<file path="config.mk">
export PLATFORM = sky130hd
export DESIGN_NAME = button_press_counter_with_blink
export DESIGN_NICKNAME = d
export VERILOG_FILES = /design/src/design/bpc_pkg.sv /design/src/design/bpc_cfg.sv /design/src/design/bpc_core.sv /design/src/design/bpc_obuf.sv /design/src/design/button_press_counter_with_blink.sv
export SDC_FILE = /design/constraint.sdc
export NUM_CORES = 1
export LEC_CHECK = 0
export BUFFER_PORTS_ARGS = -buffer_cell sky130_fd_sc_hd__buf_2
export CORE_MARGIN = 2
export CORE_UTILIZATION = 50
export CTS_CLUSTER_SIZE = 40
export DETAILED_ROUTE_END_ITERATION = 6
export PLACE_DENSITY = 0.65
export SKIP_CTS_REPAIR_TIMING = 1
export SLEW_MARGIN = 5
export SYNTH_ARGS = -nofsm -noshare
export SYNTH_HDL_FRONTEND = slang
export SYNTH_SLANG_ARGS = --single-unit
export TNS_END_PERCENT = 10
</file>
<file path="constraint.sdc">
create_clock -name i_clk -period 8.67 [get_ports i_clk]
set_input_delay 0 -clock i_clk [delete_from_list [all_inputs] [get_ports i_clk]]
set_output_delay 0 -clock i_clk [all_outputs]
set_load 0.02 [all_outputs]
</file>
<file path="src/design/bpc_pkg.sv">
// ----------------------------------------------------------------------------
// bpc_pkg
// shared types, register indexes, codes and reset values of the button press
// counter with blink
// ----------------------------------------------------------------------------
package bpc_pkg;

    // configuration register indexes
    localparam int unsigned CfgIndexW = 3;
    localparam logic [CfgIndexW-1:0] CFG_MODE          = 3'd0;
    localparam logic [CfgIndexW-1:0] CFG_LED_ON_MS     = 3'd1;
    localparam logic [CfgIndexW-1:0] CFG_LED_OFF_MS    = 3'd2;
    localparam logic [CfgIndexW-1:0] CFG_SPAN_MS       = 3'd3;
    localparam logic [CfgIndexW-1:0] CFG_HOLD_THRESH   = 3'd4;
    localparam logic [CfgIndexW-1:0] CFG_IDLE_WINDOW   = 3'd5;

    localparam int unsigned CfgDataW = 16;

    // session modes
    localparam logic [1:0] MODE_WAIT  = 2'd0;
    localparam logic [1:0] MODE_COUNT = 2'd1;
    localparam logic [1:0] MODE_DELAY = 2'd2;
    localparam logic [1:0] MODE_RSVD  = 2'd3;

    // request operations
    localparam logic OP_TICK  = 1'b0;
    localparam logic OP_START = 1'b1;

    // register reset values
    localparam logic [1:0]  RST_MODE        = MODE_WAIT;
    localparam logic [15:0] RST_LED_ON_MS   = 16'd250;
    localparam logic [15:0] RST_LED_OFF_MS  = 16'd250;
    localparam logic [15:0] RST_SPAN_MS     = 16'd1000;
    localparam logic [15:0] RST_HOLD_THRESH = 16'd20;
    localparam logic [15:0] RST_IDLE_WINDOW = 16'd500;

    typedef struct packed {
        logic [1:0]  mode;
        logic [15:0] led_on_ms;
        logic [15:0] led_off_ms;
        logic [15:0] span_ms;
        logic [15:0] hold_threshold_ms;
        logic [15:0] idle_window_ms;
    } t_cfg;

    typedef struct packed {
        logic operation;
        logic button_level;
    } t_item;

    typedef struct packed {
        logic       led_on;
        logic       busy_res;
        logic       done_res;
        logic [7:0] presses;
    } t_res;

endpackage

</file>
<file path="src/design/bpc_cfg.sv">
// ----------------------------------------------------------------------------
// bpc_cfg
// configuration register file, write only
// ----------------------------------------------------------------------------
module bpc_cfg (
    input  logic                           i_clk,
    input  logic                           i_rst_n,
    input  logic                           i_cfg_wr_en,
    input  logic [bpc_pkg::CfgIndexW-1:0]  i_cfg_index,
    input  logic [bpc_pkg::CfgDataW-1:0]   i_cfg_wdata,
    output bpc_pkg::t_cfg                  o_cfg
);

    bpc_pkg::t_cfg r_cfg;

    always_ff @(posedge i_clk) begin
        if (!i_rst_n) begin
            r_cfg.mode              <= bpc_pkg::RST_MODE;
            r_cfg.led_on_ms         <= bpc_pkg::RST_LED_ON_MS;
            r_cfg.led_off_ms        <= bpc_pkg::RST_LED_OFF_MS;
            r_cfg.span_ms           <= bpc_pkg::RST_SPAN_MS;
            r_cfg.hold_threshold_ms <= bpc_pkg::RST_HOLD_THRESH;
            r_cfg.idle_window_ms    <= bpc_pkg::RST_IDLE_WINDOW;
        end else if (i_cfg_wr_en) begin
            case (i_cfg_index)
                bpc_pkg::CFG_MODE:        r_cfg.mode              <= i_cfg_wdata[1:0];
                bpc_pkg::CFG_LED_ON_MS:   r_cfg.led_on_ms         <= i_cfg_wdata;
                bpc_pkg::CFG_LED_OFF_MS:  r_cfg.led_off_ms        <= i_cfg_wdata;
                bpc_pkg::CFG_SPAN_MS:     r_cfg.span_ms           <= i_cfg_wdata;
                bpc_pkg::CFG_HOLD_THRESH: r_cfg.hold_threshold_ms <= i_cfg_wdata;
                bpc_pkg::CFG_IDLE_WINDOW: r_cfg.idle_window_ms    <= i_cfg_wdata;
                default: ;
            endcase
        end
    end

    assign o_cfg = r_cfg;

endmodule

</file>
<file path="src/design/bpc_core.sv">
// ----------------------------------------------------------------------------
// bpc_core
// input register and session state; while the result buffer has room, one request is worked per cycle
// ----------------------------------------------------------------------------
module bpc_core (
    input  logic           i_clk,
    input  logic           i_rst_n,
    input  bpc_pkg::t_cfg  i_cfg,
    input  logic           i_in_valid,
    input  bpc_pkg::t_item i_item,
    output logic           o_in_stall,
    input  logic           i_res_room,
    output logic           o_res_valid,
    output bpc_pkg::t_res  o_res
);

    typedef enum logic [1:0] {
        PH_IDLE,
        PH_TIMING,
        PH_RELEASE
    } t_phase;

    logic           r_in_valid;
    bpc_pkg::t_item r_item;
    logic           advance;
    logic           accept;

    t_phase      r_ph,    n_ph;
    logic [15:0] r_rem,   n_rem;
    logic [15:0] r_pos,   n_pos;
    logic [15:0] r_hold,  n_hold;
    logic [7:0]  r_cnt,   n_cnt;
    logic        r_led,   n_led;
    logic [1:0]  r_smode, n_smode;

    logic        done;
    logic [7:0]  result;
    logic        ended;
    logic        blink_en;
    logic [16:0] cycle_len;

    // press total at session end, with a still running hold past the threshold counted and, in wait mode, capped at one
    function automatic logic [7:0] final_count(input logic [15:0] hold,
                                               input logic [7:0]  cnt,
                                               input logic [15:0] thr,
                                               input logic [1:0]  smode);
        logic [7:0] n;
        n = cnt;
        if (hold > thr && n != 8'hFF) n = n + 8'd1;
        if (smode == bpc_pkg::MODE_WAIT) n = (n != 8'd0) ? 8'd1 : 8'd0;
        return n;
    endfunction

    assign advance    = r_in_valid && i_res_room;
    assign accept     = i_in_valid && !o_in_stall;
    assign o_in_stall = r_in_valid && !i_res_room;

    always_ff @(posedge i_clk) begin
        if (!i_rst_n) begin
            r_in_valid <= 1'b0;
        end else if (accept) begin
            r_in_valid <= 1'b1;
        end else if (advance) begin
            r_in_valid <= 1'b0;
        end
        if (accept) begin
            r_item <= i_item;
        end
    end

    always_comb begin
        n_ph      = r_ph;
        n_rem     = r_rem;
        n_pos     = r_pos;
        n_hold    = r_hold;
        n_cnt     = r_cnt;
        n_led     = r_led;
        n_smode   = r_smode;
        done      = 1'b0;
        result    = 8'd0;
        ended     = 1'b0;
        blink_en  = 1'b0;
        cycle_len = {1'b0, i_cfg.led_on_ms} + {1'b0, i_cfg.led_off_ms};

        if (r_item.operation == bpc_pkg::OP_START) begin
            if (i_cfg.mode != bpc_pkg::MODE_RSVD) begin
                n_smode = i_cfg.mode;
                n_pos   = 16'd1;
                n_hold  = 16'd0;
                n_cnt   = 8'd0;
                n_led   = 1'b0;
                if (i_cfg.mode == bpc_pkg::MODE_COUNT) begin
                    n_rem = 16'd0;
                    n_ph  = PH_TIMING;
                end else begin
                    n_rem = i_cfg.span_ms;
                    if (i_cfg.span_ms != 16'd0) begin
                        n_ph = PH_TIMING;
                    end else if (i_cfg.mode == bpc_pkg::MODE_WAIT) begin
                        n_ph = PH_RELEASE;
                    end else begin
                        // zero length delay ends on the start itself
                        n_ph = PH_IDLE;
                        done = 1'b1;
                    end
                end
            end
        end else begin
            case (r_ph)
                PH_TIMING: begin
                    // blink position step
                    blink_en = (r_smode == bpc_pkg::MODE_DELAY) ?
                               (i_cfg.led_on_ms != 16'd0) : 1'b1;
                    if (blink_en) begin
                        if (r_pos == 16'd1) begin
                            n_led = 1'b1;
                        end else if (r_pos == i_cfg.led_on_ms) begin
                            n_led = 1'b0;
                        end else if ({1'b0, r_pos} == cycle_len) begin
                            n_pos = 16'd0;
                        end
                    end
                    n_pos = n_pos + 16'd1;

                    // hold tracking
                    if (r_item.button_level) begin
                        if (r_hold != 16'hFFFF) n_hold = r_hold + 16'd1;
                    end else begin
                        if (r_hold > i_cfg.hold_threshold_ms && r_cnt != 8'hFF) begin
                            n_cnt = r_cnt + 8'd1;
                        end
                        n_hold = 16'd0;
                    end

                    case (r_smode)
                        bpc_pkg::MODE_DELAY: begin
                            if (r_rem != 16'd0) n_rem = r_rem - 16'd1;
                            if (n_rem == 16'd0) begin
                                n_led = 1'b0;
                                if (i_cfg.span_ms <= i_cfg.hold_threshold_ms) begin
                                    n_ph   = PH_IDLE;
                                    done   = 1'b1;
                                    result = (n_hold != 16'd0) ? 8'd1 : 8'd0;
                                end else begin
                                    ended = 1'b1;
                                end
                            end
                        end
                        bpc_pkg::MODE_WAIT: begin
                            if (n_cnt != 8'd0) begin
                                ended = 1'b1;
                            end else begin
                                if (r_rem != 16'd0) n_rem = r_rem - 16'd1;
                                if (n_rem == 16'd0) ended = 1'b1;
                            end
                        end
                        default: begin
                            // idle window restarts on every held tick
                            if (n_hold != 16'd0) begin
                                n_rem = (i_cfg.idle_window_ms != 16'd0) ?
                                        i_cfg.idle_window_ms - 16'd1 : 16'd0;
                            end else if (r_rem != 16'd0) begin
                                n_rem = r_rem - 16'd1;
                            end
                            if (n_cnt != 8'd0 && n_rem == 16'd0) ended = 1'b1;
                        end
                    endcase

                    if (ended) begin
                        n_led = 1'b0;
                        n_ph  = PH_RELEASE;
                    end
                    if (n_ph == PH_RELEASE && !r_item.button_level) begin
                        n_ph   = PH_IDLE;
                        done   = 1'b1;
                        result = final_count(n_hold, n_cnt, i_cfg.hold_threshold_ms,
                                             r_smode);
                    end
                end
                PH_RELEASE: begin
                    if (!r_item.button_level) begin
                        n_ph   = PH_IDLE;
                        done   = 1'b1;
                        result = final_count(r_hold, r_cnt, i_cfg.hold_threshold_ms,
                                             r_smode);
                    end
                end
                default: ;
            endcase
        end
    end

    always_ff @(posedge i_clk) begin
        if (!i_rst_n) begin
            r_ph    <= PH_IDLE;
            r_rem   <= 16'd0;
            r_pos   <= 16'd1;
            r_hold  <= 16'd0;
            r_cnt   <= 8'd0;
            r_led   <= 1'b0;
            r_smode <= bpc_pkg::MODE_WAIT;
        end else if (advance) begin
            r_ph    <= n_ph;
            r_rem   <= n_rem;
            r_pos   <= n_pos;
            r_hold  <= n_hold;
            r_cnt   <= n_cnt;
            r_led   <= n_led;
            r_smode <= n_smode;
        end
    end

    assign o_res_valid    = advance;
    assign o_res.led_on   = n_led;
    assign o_res.busy_res = (n_ph != PH_IDLE);
    assign o_res.done_res = done;
    assign o_res.presses  = done ? result : 8'd0;

endmodule

</file>
<file path="src/design/bpc_obuf.sv">
// ----------------------------------------------------------------------------
// bpc_obuf
// result register with one skid entry
// ----------------------------------------------------------------------------
module bpc_obuf (
    input  logic          i_clk,
    input  logic          i_rst_n,
    input  logic          i_wr_valid,
    input  bpc_pkg::t_res i_wr_res,
    output logic          o_room,
    output logic          o_out_valid,
    input  logic          i_out_stall,
    output bpc_pkg::t_res o_res
);

    logic          r_head_valid, n_head_valid;
    logic          r_skid_valid, n_skid_valid;
    bpc_pkg::t_res r_head,       n_head;
    bpc_pkg::t_res r_skid,       n_skid;
    logic          pop;

    assign pop = r_head_valid && !i_out_stall;

    always_comb begin
        n_head_valid = r_head_valid;
        n_skid_valid = r_skid_valid;
        n_head       = r_head;
        n_skid       = r_skid;
        if (pop) begin
            n_head_valid = r_skid_valid;
            n_head       = r_skid;
            n_skid_valid = 1'b0;
        end
        if (i_wr_valid) begin
            if (!n_head_valid) begin
                n_head_valid = 1'b1;
                n_head       = i_wr_res;
            end else begin
                n_skid_valid = 1'b1;
                n_skid       = i_wr_res;
            end
        end
    end

    always_ff @(posedge i_clk) begin
        if (!i_rst_n) begin
            r_head_valid <= 1'b0;
            r_skid_valid <= 1'b0;
        end else begin
            r_head_valid <= n_head_valid;
            r_skid_valid <= n_skid_valid;
        end
        r_head <= n_head;
        r_skid <= n_skid;
    end

    assign o_room      = !r_skid_valid;
    assign o_out_valid = r_head_valid;
    assign o_res       = r_head;

endmodule

</file>
<file path="src/design/button_press_counter_with_blink.sv">
// ----------------------------------------------------------------------------
// button_press_counter_with_blink
// button press counter session with led blink, one result per request
// ----------------------------------------------------------------------------
// A start request opens a session in the mode held in the mode register (wait
// for one press or a timeout, count presses until an idle window passes, or a
// fixed delay); each tick request stands for one millisecond and carries the
// button level. Every request gives exactly one result: the led level, busy
// while timing or waiting for release, and done with the press count on the
// request that ends the session. A request is taken every cycle while the result
// buffer has room: it sits in the input register, where the session state is
// stepped by a single pass of compares and 16-bit and 8-bit counters, and the result lands
// in an output register backed by one skid entry, so a request passes the input
// register and then the output register, and a stalled result does not block
// the next request. Configuration is written through a plain write port and must
// only change while no session request is in flight; all registers but mode are
// used live, mode is latched at start.
// ----------------------------------------------------------------------------
module button_press_counter_with_blink (
    input  logic                          i_clk,
    input  logic                          i_rst_n,
    // configuration write port
    input  logic                          i_cfg_wr_en,
    input  logic [bpc_pkg::CfgIndexW-1:0] i_cfg_index,
    input  logic [bpc_pkg::CfgDataW-1:0]  i_cfg_wdata,
    // request channel
    input  logic                          i_in_valid,
    output logic                          o_in_stall,
    input  logic                          i_operation,
    input  logic                          i_button_level,
    // result channel
    output logic                          o_out_valid,
    input  logic                          i_out_stall,
    output logic                          o_led_on,
    output logic                          o_busy_res,
    output logic                          o_done_res,
    output logic [7:0]                    o_presses
);

    bpc_pkg::t_cfg  cfg;
    bpc_pkg::t_item item;
    bpc_pkg::t_res  core_res;
    bpc_pkg::t_res  out_res;
    logic           core_res_valid;
    logic           res_room;

    // register file
    bpc_cfg u_cfg (
        .i_clk       (i_clk),
        .i_rst_n     (i_rst_n),
        .i_cfg_wr_en (i_cfg_wr_en),
        .i_cfg_index (i_cfg_index),
        .i_cfg_wdata (i_cfg_wdata),
        .o_cfg       (cfg)
    );

    assign item.operation    = i_operation;
    assign item.button_level = i_button_level;

    // session state, stepped once per request
    bpc_core u_core (
        .i_clk       (i_clk),
        .i_rst_n     (i_rst_n),
        .i_cfg       (cfg),
        .i_in_valid  (i_in_valid),
        .i_item      (item),
        .o_in_stall  (o_in_stall),
        .i_res_room  (res_room),
        .o_res_valid (core_res_valid),
        .o_res       (core_res)
    );

    // result register, room is from registers only so stall does not
    // ripple back to the request side in the same cycle
    bpc_obuf u_obuf (
        .i_clk       (i_clk),
        .i_rst_n     (i_rst_n),
        .i_wr_valid  (core_res_valid),
        .i_wr_res    (core_res),
        .o_room      (res_room),
        .o_out_valid (o_out_valid),
        .i_out_stall (i_out_stall),
        .o_res       (out_res)
    );

    assign o_led_on   = out_res.led_on;
    assign o_busy_res = out_res.busy_res;
    assign o_done_res = out_res.done_res;
    assign o_presses  = out_res.presses;

`ifndef SYNTHESIS
    // a finished session is never still busy
    a_done_not_busy: assert property (@(posedge i_clk) disable iff (!i_rst_n)
        (o_out_valid && o_done_res) |-> !o_busy_res)
        else $error("done result reports busy");

    // count only shows on the closing result
    a_presses_only_on_done: assert property (@(posedge i_clk) disable iff (!i_rst_n)
        (o_out_valid && !o_done_res) |-> (o_presses == 8'd0))
        else $error("press count on a result that is not done");

    // the led is always dark once a session has ended
    a_led_dark_on_done: assert property (@(posedge i_clk) disable iff (!i_rst_n)
        (o_out_valid && o_done_res) |-> !o_led_on)
        else $error("led lit on session end");

    // a request only waits while a result is pending on the output side
    a_stall_needs_result: assert property (@(posedge i_clk) disable iff (!i_rst_n)
        o_in_stall |-> o_out_valid)
        else $error("request stalled with no result pending");
`endif

endmodule
</file>
==> impl_results.rst <==
.. list-table::
   :header-rows: 1

   * - Metric
     - Value
   * - Clock latency on the worst-skew pair
     - 0.44 ns
   * - Area of the multi-input gates
     - 7950 sq um
   * - Clock-pin slew on the worst setup and hold paths
     - 0.08 ns
   * - Max Fanout on Critical Path
     - 32
   * - Post-Synthesis Cells
     - 1558
   * - Leftover overflow at the end of global routing
     - 0
   * - Setup slack after placement
     - 3.44 ns
   * - Largest net degree at the start of global routing
     - 106
   * - Fraction of the mapped netlist area in simple logic gates
     - 0.279
   * - Global-route total usage across every layer
     - 0.271
   * - Drt pass-1 iters
     - 5
   * - CP arrival
     - 5.76 ns
   * - I/O Buffers
     - 38
   * - Area of the core region
     - 23500 sq um
   * - Sequential cell area fraction in the yosys report
     - 0.294
   * - Worst Path Class, Setup
     - register to register
   * - # IOs
     - 39
   * - Pwr Density
     - 144 nW/um^2
   * - Count of yosys warnings during synthesis
     - 0
   * - Wire length after detailed routing
     - 35100 um
   * - Largest delay contributor family on the critical path
     - compound AO/OA/AOI/OAI gates
   * - Most common library cell in the layout ignoring fill and taps
     - sky130_fd_sc_hd__nand2_1
   * - Fmax achieved
     - 184 MHz
   * - Area fraction in compound gates after synthesis
     - 0.215
   * - Share of layout cells above drive strength 1
     - 0.0682
   * - Remaining antenna violation count
     - 0
   * - Detailed-placement wirelength estimate
     - 25600 um
   * - Cells along the critical path
     - inv_1 > ha_1 > nand4_1 > a2111oi_0 > o31a_1 > nand2_1 > nand2_1 > nand2_1 > inv_1 > ha_1 > nand3_1 > a21oi_1 > nand4b_1 > a21oi_1 > a211oi_1 > nor2_2 > o211ai_1 > o211a_1
   * - Final number of hold-violating endpoints
     - 0
   * - CTS sink count
     - 170
   * - Hold slack final
     - 0.118 ns
   * - Unrepaired setup endpoints after global routing
     - false
   * - Vias in the first global route
     - 10300
   * - Last weighted congestion value of the routability-driven placer
     - 0.895
   * - Endpoint kind of the worst setup timing path
     - register
   * - Slowest stage cell, crit path
     - sky130_fd_sc_hd__a2111oi_0
   * - Placed cells
     - 1835
   * - Synthesized Nets
     - 1658
   * - Number of violations of the max-capacitance limit
     - 0
   * - Delay of the slowest critical-path stage
     - 1.02 ns
   * - Ant diodes
     - 0
   * - Starting density of the core
     - 0.510
   * - Antenna violations before repair
     - 0
   * - Normalized max-slew margin
     - 0.220
   * - Number of buffers and inverters on the critical path
     - 2
   * - Final WS setup
     - 3.24 ns
   * - Combinational family with the most area after synthesis
     - simple AND/OR/NAND/NOR gates
   * - Overall die height
     - 159 um
   * - Synthesized area per cell
     - 7.71 sq um
   * - Number of DRC violations after detailed-routing iteration 0
     - 954
   * - Average wire per cell in the routed design
     - 18.6 um
   * - Count of different cell masters after synthesis
     - 84
   * - Area overhead of the layout relative to synthesis
     - 9.19%
   * - Width of the chip
     - 159 um
   * - Register Area
     - 3530 sq um
   * - First-pass GRT wire length
     - 56000 um
   * - Leading cell types in the layout, fill and taps excluded
     - sky130_fd_sc_hd__nand2_1 (253), sky130_fd_sc_hd__dfxtp_1 (157), sky130_fd_sc_hd__nor2_1 (103)
   * - Filler cell count
     - 2258
   * - Final setup viols
     - 0
   * - Post-route setup TNS
     - 0 ns
   * - Post-synthesis share of cell area spent on full adders, half adders and majority gates
     - 0.0777
   * - Number of standard cells in the final layout excluding fillers
     - 1888
   * - Maximum number of buffers from clock root to sink
     - 2
   * - Vias/cell
     - 6.01
   * - Fin crit period
     - 5.43 ns
   * - Tightest Pin Transition
     - 1.14 ns
   * - Total CTS buffers
     - 17
   * - Outcome
     - finished clean
   * - Cell Area, Synth
     - 12000 sq um
   * - CP startpoint kind
     - register
   * - Pins over their slew limit
     - 0
   * - Share of the cycle needed by the critical path after routing
     - 0.626
   * - Data required, critical path
     - 9.00 ns
   * - Portion of netlist area occupied by mux cells
     - 0.0237
   * - Root Buffer Master
     - sky130_fd_sc_hd__clkbuf_16
   * - Number of rows created at floorplan
     - 56
   * - Number of synthesized flops with an enable pin
     - 13
   * - Clk_skew
     - 0.0114 ns
   * - H-tree level count
     - 4
   * - Leakage power total
     - 5.17 nW
   * - Total number of vias
     - 11300
   * - Most prevalent standard cell on the critical path
     - sky130_fd_sc_hd__nand2_1
   * - Share of the synthesized netlist area taken by xor and xnor gates
     - 0.0656
   * - CTS tree
     - yes
   * - Dominant register cell in the synthesized netlist
     - sky130_fd_sc_hd__dfxtp_1
   * - Post-synth ARST share
     - 0
   * - Nets
     - 1656
   * - #FFs+latches synth
     - 170
   * - Worst hold-check path type
     - primary input to register
   * - Final core utilization
     - 0.557
   * - Remaining DRCs
     - 0
   * - Die Footprint
     - 25300 sq um
   * - Largest vdd supply drop
     - 0.121 mV
[per-layer routing]
metal / global-route usage / part of all wire
met3: 0.0422 / 0.063
met4: 0.0748 / 0.019
met2: 0.421 / 0.44
met1: 0.392 / 0.47
met5: 0 / 0
[cell usage after synthesis, types with 6 or more instances]
library cell,n,area share
sky130_fd_sc_hd__mux2i_1,24,0.020
sky130_fd_sc_hd__or4_1,8,0.0050
sky130_fd_sc_hd__nor2_1,104,0.032
sky130_fd_sc_hd__inv_1,48,0.015
sky130_fd_sc_hd__o31ai_1,8,0.0050
sky130_fd_sc_hd__ha_1,73,0.076
sky130_fd_sc_hd__and3_1,20,0.010
sky130_fd_sc_hd__a22oi_1,18,0.011
sky130_fd_sc_hd__o21ai_0,54,0.022
sky130_fd_sc_hd__nor3_1,41,0.017
sky130_fd_sc_hd__xor2_1,47,0.034
sky130_fd_sc_hd__and4_1,7,0.0051
sky130_fd_sc_hd__o21a_1,13,0.0081
sky130_fd_sc_hd__dfxtp_1,157,0.26
sky130_fd_sc_hd__and2_1,19,0.0099
sky130_fd_sc_hd__nor3b_1,12,0.0075
sky130_fd_sc_hd__nand3_1,65,0.027
sky130_fd_sc_hd__a21boi_0,58,0.036
sky130_fd_sc_hd__nor4_1,32,0.017
sky130_fd_sc_hd__nand2_1,253,0.079
sky130_fd_sc_hd__o22ai_1,9,0.0047
sky130_fd_sc_hd__edfxtp_1,13,0.032
sky130_fd_sc_hd__o211a_1,6,0.0050
sky130_fd_sc_hd__a21o_1,24,0.015
sky130_fd_sc_hd__nand4_1,30,0.016
sky130_fd_sc_hd__o211ai_1,16,0.010
sky130_fd_sc_hd__a211oi_1,24,0.015
sky130_fd_sc_hd__or3_1,15,0.0078
sky130_fd_sc_hd__xnor2_1,43,0.031
sky130_fd_sc_hd__a31oi_1,10,0.0052
sky130_fd_sc_hd__nand2b_1,16,0.0083
sky130_fd_sc_hd__a21oi_1,79,0.033
sky130_fd_sc_hd__clkbuf_1,78,0.024
sky130_fd_sc_hd__nor2b_1,36,0.019
[where the power goes]
group          internal (mW)  total [mW]  switching (mW)
logic                  0.108       0.270           0.162
clock network          0.391       0.780           0.389
registers              0.813       0.843          0.0300
total                   1.31        1.89           0.581
[cell type report]
cell class	instances	share of cell area
Inverter	49	0.0140
Tap cell	319	0.0304
Clock inverter	15	0.0129
Timing Repair Buffer	67	0.0353
Sequential cell	170	0.269
Multi-Input combinational cell	1251	0.606
Clock buffer	17	0.0324
[path summary, 6_finish.rpt]
path,to,startpoint,slack (ns),cells after the start
worst max-delay path,u_core.r_rem[6],u_cfg.o_cfg[30],3.24,18
worst min-delay path,u_cfg.o_cfg[80],i_cfg_index[1],0.12,4
worst max register to register,u_core.r_rem[6],u_cfg.o_cfg[30],3.24,18
worst min register to register,u_cfg.o_cfg[25],u_cfg.o_cfg[25],0.47,2
[worst min-delay path, stage by stage]
cell                      delay, ns
sky130_fd_sc_hd__buf_2         0.14
sky130_fd_sc_hd__nor3_1        0.14
sky130_fd_sc_hd__mux2i_1       0.17
sky130_fd_sc_hd__nor2b_1       0.05
[registers in the layout, indices dropped and copies added, names as in the netlist]
| register | cells |
|---|---|
| u_obuf.r_skid_valid | 1 |
| u_obuf.o_res | 11 |
| u_core.r_ph | 2 |
| u_core.r_cnt | 8 |
| u_core.r_led | 1 |
| u_core.r_pos | 16 |
| u_core.r_in_valid | 1 |
| u_cfg.o_cfg | 82 |
| u_obuf.r_skid | 11 |
| u_core.r_smode | 2 |
| u_core.r_rem | 16 |
| u_obuf.o_out_valid | 1 |
| u_core.r_item | 2 |
| u_core.r_hold | 16 |
[per-stage QoR]
step | power (mW) | cell area, sq um
after floorplan | 1.04 | 12000
after CTS | 1.89 | 12900
after global placement | 1.12 | 12300
after global routing | 1.96 | 13100
final | 1.89 | 13100
after detailed placement | 1.12 | 12300
[cell families (layout without fill, tap and decap cells)]
kind of cell,after synthesis,in the layout
and+or+nand+nor,682,682
buffers and inverters,137,148
xor gates and xnor gates,90,90
AOI/OAI and AO/OA,377,377
muxes,28,28
DFF,170,170
adders and majority gates,74,74
Note: power is estimated with default switching activity, not from simulation.
